## config.mk

```make
export PLATFORM = sky130hd
export DESIGN_NAME = gpi_queue
export DESIGN_NICKNAME = d
export VERILOG_FILES = /design/src/gpi_pkg.sv /design/src/gpi_queue.sv
export SDC_FILE = /design/constraint.sdc
export NUM_CORES = 1
export LEC_CHECK = 0
export BUFFER_PORTS_ARGS = -buffer_cell sky130_fd_sc_hd__buf_2
export CAP_MARGIN = 10
export CORE_UTILIZATION = 55
export CTS_CLUSTER_SIZE = 25
export DETAILED_ROUTE_END_ITERATION = 6
export MAX_ROUTING_LAYER = met4
export PLACE_DENSITY = 0.82
export SLEW_MARGIN = 25
export SYNTH_ARGS = -nofsm -noshare
export SYNTH_HDL_FRONTEND = slang
export SYNTH_SLANG_ARGS = --single-unit
```

## constraint.sdc

```tcl
create_clock -name clk -period 21.5 [get_ports clk]
set_clock_uncertainty 0.2 [all_clocks]
set_input_delay 4.3 -clock clk [delete_from_list [all_inputs] [get_ports clk]]
set_output_delay 4.3 -clock clk [all_outputs]
set_load 0.05 [all_outputs]
```

## src/gpi_pkg.sv

```systemverilog
// Shared types and constants of the particle pair interaction block.
// Depends on nothing; gpi_div, gpi_front, gpi_queue, gpi_back and the top module import it.
package gpi_pkg;

    localparam int WORD_W      = 32;
    localparam int FORCE_W     = 64;
    localparam int DIST_W      = 64;
    localparam int DMAG_W      = 65;
    localparam int QUOT_W      = 64;
    localparam int QUEUE_DEPTH = 4;

    localparam logic [WORD_W-1:0] GRAVITY_RESET = 32'd65536;

    typedef enum logic [1:0] {
        KIND_GRAVITY    = 2'd0,
        KIND_COLLISION  = 2'd1,
        KIND_COINCIDENT = 2'd2
    } kind_t;

    typedef struct packed {
        logic signed [WORD_W-1:0] rel_x;
        logic signed [WORD_W-1:0] rel_y;
        logic signed [WORD_W-1:0] rel_z;
        logic        [WORD_W-1:0] radius_sum;
        logic        [WORD_W-1:0] mass_a;
        logic        [WORD_W-1:0] mass_b;
        logic signed [WORD_W-1:0] vel_a_x;
        logic signed [WORD_W-1:0] vel_a_y;
        logic signed [WORD_W-1:0] vel_a_z;
        logic signed [WORD_W-1:0] vel_b_x;
        logic signed [WORD_W-1:0] vel_b_y;
        logic signed [WORD_W-1:0] vel_b_z;
    } pair_t;

    typedef struct packed {
        logic signed [FORCE_W-1:0] force_x;
        logic signed [FORCE_W-1:0] force_y;
        logic signed [FORCE_W-1:0] force_z;
        logic signed [WORD_W-1:0]  dv_a_x;
        logic signed [WORD_W-1:0]  dv_a_y;
        logic signed [WORD_W-1:0]  dv_a_z;
        logic signed [WORD_W-1:0]  dv_b_x;
        logic signed [WORD_W-1:0]  dv_b_y;
        logic signed [WORD_W-1:0]  dv_b_z;
        kind_t                     contact_kind;
    } result_t;

    // classified pair as it waits between front end and back end
    typedef struct packed {
        kind_t                   kind;
        logic [2:0]              rel_neg;
        logic [2:0][WORD_W-1:0]  rel_mag;
        logic [DIST_W-1:0]       dist_sq;
        logic [DMAG_W-1:0]       dmag;
        logic [WORD_W-1:0]       mass_a;
        logic [WORD_W-1:0]       mass_b;
    } work_t;

    typedef struct packed {
        kind_t      kind;
        logic [2:0] rel_neg;
        logic       mass_zero;
    } ctrl_t;

endpackage

```

## src/gpi_queue.sv

```systemverilog
// Short FIFO between front end and back end.
// Depends on gpi_pkg for the entry type and depth.
module gpi_queue
    import gpi_pkg::*;
(
    input  logic  clk,
    input  logic  rst_n,
    input  logic  push,
    input  work_t push_item,
    input  logic  pop,
    output logic  head_valid,
    output work_t head_item
);

    localparam int PTR_W = $clog2(QUEUE_DEPTH);
    localparam int CNT_W = $clog2(QUEUE_DEPTH + 1);

    work_t            mem_reg [QUEUE_DEPTH];
    logic [PTR_W-1:0] wr_ptr_reg, wr_ptr_next;
    logic [PTR_W-1:0] rd_ptr_reg, rd_ptr_next;
    logic [CNT_W-1:0] count_reg, count_next;

    assign head_valid  = count_reg != '0;
    assign head_item   = mem_reg[rd_ptr_reg];
    assign wr_ptr_next = push ? wr_ptr_reg + PTR_W'(1) : wr_ptr_reg;
    assign rd_ptr_next = pop ? rd_ptr_reg + PTR_W'(1) : rd_ptr_reg;
    assign count_next  = count_reg + CNT_W'(push) - CNT_W'(pop);

    always_ff @(posedge clk or negedge rst_n)
    begin
        if (!rst_n)
        begin
            wr_ptr_reg <= '0;
            rd_ptr_reg <= '0;
            count_reg  <= '0;
        end
        else
        begin
            wr_ptr_reg <= wr_ptr_next;
            rd_ptr_reg <= rd_ptr_next;
            count_reg  <= count_next;
        end
    end

    always_ff @(posedge clk)
    begin
        if (push)
        begin
            mem_reg[wr_ptr_reg] <= push_item;
        end
    end

endmodule

```

# == Word level (Yosys, flattened, before mapping) ==
# Memories as Yosys holds them, arrays and structs flattened.
# Index checks and enable logic that the tools add are counted.
# op_classes
add_sub_neg,4
n_mux,2
n_reduce_logical,1
# ops
operator,n
"2-bit by 1-bit adder with 2-bit output, second input constant",2
3-bit by 1-bit adder with 3-bit output,1
3-bit nonzero test,1
3-bit by 1-bit subtractor with 3-bit output,1
1-bit 2-to-1 mux,2
# word_totals
out_inout_bits,295
elab_cells,11
ff_bits,7
n_memories,1
input_bits,298
ramBits,1176
# memory_table
memory,depth,width,rd,rd_clocked_by_memory_dff,wr,line_no,source
mem_reg,4,294,1,0,1,gpi_queue.sv:18,work_t mem_reg [QUEUE_DEPTH];

# == Longest topological paths before layout ==
# depth
ltp_word,2
mapped_depth,7
ltp_nobuf,7

# == Worst setup path after synthesis ==
# Ideal clock, no wire load.
# synth_timing
kind,in2reg
startpoint,input push
endpoint,memory mem_reg[0][0] in the netlist's numbering (enable)
t_arrival_ps,10933
required_ps,20608
n_path_buf,0
setup_ps,692
setup_slack_ps,9676
path_stages,1
cell_sequence,and2_1
# synth_via
elab_chain_len,2
# synth_rtl
item,line_no,source
start: declaration,gpi_queue.sv:8,"input logic push,"
1-bit 2-to-1 mux,gpi_queue.sv:47,if (push)
1-bit 2-to-1 mux (implied by the code),gpi_queue.sv:49,mem_reg[wr_ptr_reg] <= push_item;
end: declaration,gpi_queue.sv:18,
# No other way between the ends.

==> out/results.ini <==
[power]
powerDensity_nw_per_um2 = 161.4
seqPwrFrac_pct = 38.9
p_leak_nw = 17.06
intPower_mw = 4.939
power_frac_comb_pct = 38.4
p_sw_mw = 3.196
switching_share_pct = 39.29
vdd.ir_drop.worst_mv = 0.1255
clockPowerShare_pct = 22.7

[hold_path]
hold_class = reg2reg

[die]
die_y_um = 281.0
die_area_um2 = 78960
io_pins = 593
die_x_um = 281.0
core-area_um2 = 76450
start_util_pct = 56.00
placement_rows = 101

[cts]
cts_root_buffer = clkbuf_16
numCtsBuffers = 110
cts.repair.resized = 0
clock-sinks = 1183
cts_buffer_depth = 3
cts_tree = built
clock_latency_ns = 0.67
cts.clk_slew.worst_paths_ns = 0.07
hold_buffers = 0
cts_setup_buffers = 0
h-tree-depth = 3

[placement]
place_inst = 3150
port_buffers = 592
gp_congestion = 0.8519
dp_hpwl_um = 55790

[grt]
antenna_found_initial = 30
overflow = 0
grt_pass1_wl_um = 133700
grt_pass1_vias = 20696
grt_usage_pct = 24.10
grt_max_degree = 111

[synth]
synth_nets = 1874
avgSynthCellArea_um2 = 27.29
synth_cells = 1569
yosysTopAreaCell = edfxtp_1
synth_area_um2 = 42810
ys_seq_elements = 1183
ys_warn_count = 0
yosysMostFrequentCell = edfxtp_1
yosys-top-cells-area = edfxtp_1 82%, mux4_2 15%, buf_6 0.74%, dfrtp_1 0.41%, buf_2 0.37%
synth_top_area_share_pct = 82.48
synth_edf_count = 1176
async_reset_ff_share_pct = 0.5917
synthTopCellsByCount = 1176 x edfxtp_1, 294 x mux4_2, 32 x buf_2
synth.distinct_cells = 15
ys_seq_area_share_pct = 82.89
synthFlopType = edfxtp_1

[sta]
hold_viol = 0
report.final.slew_viol_count = 0
finalSetupTns_ns = 0
rsz0062_at_grt = false
setup_viol = 0
fmax_ghz = 0.1182
post-route-min-period_ns = 8.457
worstMarginPinSlew_ns = 1.058
slew_headroom_pct = 29.49
min_period_over_period_pct = 39.34

[critical_path]
cp_slowest_stage_delay_ns = 0.79
end_kind = output pin
cp.arrival_ns = 3.96
crit_chain = buf_4 > buf_4 > mux4_2 > buf_2
crit_top_cell = buf_4
cp_max_fo = 43
required_ns = 17.00
setup.worst_path.class = reg2out
startpoint_type = flip-flop
critPathSlowestCell = buf_4

[route]
vias_per_cell = 5.812
drt_iter0_drc = 2032
drt_wl_total_um = 93460
dr.pass1.iters = 5
wl_per_cell_um = 27.55
vias = 19719
ant_nets = 0
post-route-drc-count = 0

[status]
outcome = completed

[cells_and_area]
final_cells = 3393
multi_input_area_um2 = 6814
area_delta_synth_final_pct = 17.74
drive_gt1_share_pct = 45.87
fill_cells = 4658
layout.nets = 2538
largest_reg_flops = 1176
regArea_um2 = 35500

[job]
maxCapViolCount = 0

-- per-stage QoR --
stage | total power [mW] | instance area, um2 | hold slack (ns) | utilization, % | worst slack [ns]
2_1_floorplan | 5.729 | 42810 | 0.2406 | - | 9.676
6_report | 8.135 | 50410 | 0.3027 | 65.93 | 13.04
5_1_grt | 8.388 | 50390 | 0.3235 | 65.91 | 12.72
3_3_place_gp | 6.239 | 46780 | 0.2549 | 61.18 | 13.26
3_5_place_dp | 6.311 | 46800 | 0.2832 | 61.22 | 13.63
4_1_cts | 8.192 | 50280 | 0.2931 | 65.76 | 12.90
-- power groups by stage --
stage,sequential [mW],clock (mW),combinational (mW)
final,3.17,1.85,3.12
after global routing,3.19,1.96,3.24
after CTS,3.17,1.88,3.15
after detailed placement,3.20,0,3.11
after global placement,3.18,0,3.06
after floorplan,3.26,0,2.47
-- cells by family (layout without fill, tap and decap cells) --
kind of cell / Yosys count / count (layout) / synth area share (%)
buffers and inverters: 72 / 827 / 1.216
DFF: 1183 / 1183 / 82.89
and+or+nand+nor: 7 / 7 / 0.09060
muxes: 294 / 294 / 15.47
xor gates and xnor gates: 5 / 5 / 0.1023
AOI/OAI and AO/OA: 1 / 1 / 0.01168
adders and majority gates: 7 / 7 / 0.2221
other: 0 / 39 / 0
-- layer usage --
layer,GRT usage [%],share of wire (%),vias to the layer above
met5,-,0,-
met3,6.410,9.0,147
met2,40.85,54,948
met1,28.17,35,10381
met4,7.510,2.5,0
li1,-,-,8243
-- cell usage in the layout (no fill, tap or decap), types with 3 or more instances in the layout --
master / count
diode_2: 39
clkinv_2: 18
xor2_1: 3
and2_4: 4
edfxtp_1: 1176
clkbuf_8: 4
dfrtp_1: 5
bufinv_16: 7
inv_1: 6
clkinv_1: 27
clkbuf_1: 28
mux4_2: 294
ha_1: 6
clkbuf_16: 110
buf_4: 21
clkinv_16: 3
buf_2: 592
-- layout make-up --
type                    count  share of cell area, %
diodes                     39                 0.1936
well taps                1030                  2.557
clock buffers             142                  5.778
repair buffers            618                  6.384
multi-input cells         314                  13.52
clock inverters            61                  1.107
flip-flops and latches   1183                  70.42
inverters                   6                0.04468
-- critical path: cells and delay by family, from the launching register on --
kind	cells	cell delay [ns]
buffers and inverters	3	1.78
muxes	1	0.65
DFF	1	0.78
-- worst paths after layout --
kind	start	end	slack (ns)	cells past startpoint
worst max-delay path	rd_ptr_reg[0]	head_item[195]	13.04	4
worst min-delay path	count_reg[2]	count_reg[2]	0.30	1
worst max register to register	wr_ptr_reg[1]	mem_reg[0][199]	17.63	5
worst min register to register	count_reg[2]	count_reg[2]	0.30	1
max in group asynchronous	rst_n	rd_ptr_reg[0]	17.64	1
min in group asynchronous	rst_n	wr_ptr_reg[1]	3.25	1
Power figures use the tool's default switching activity.
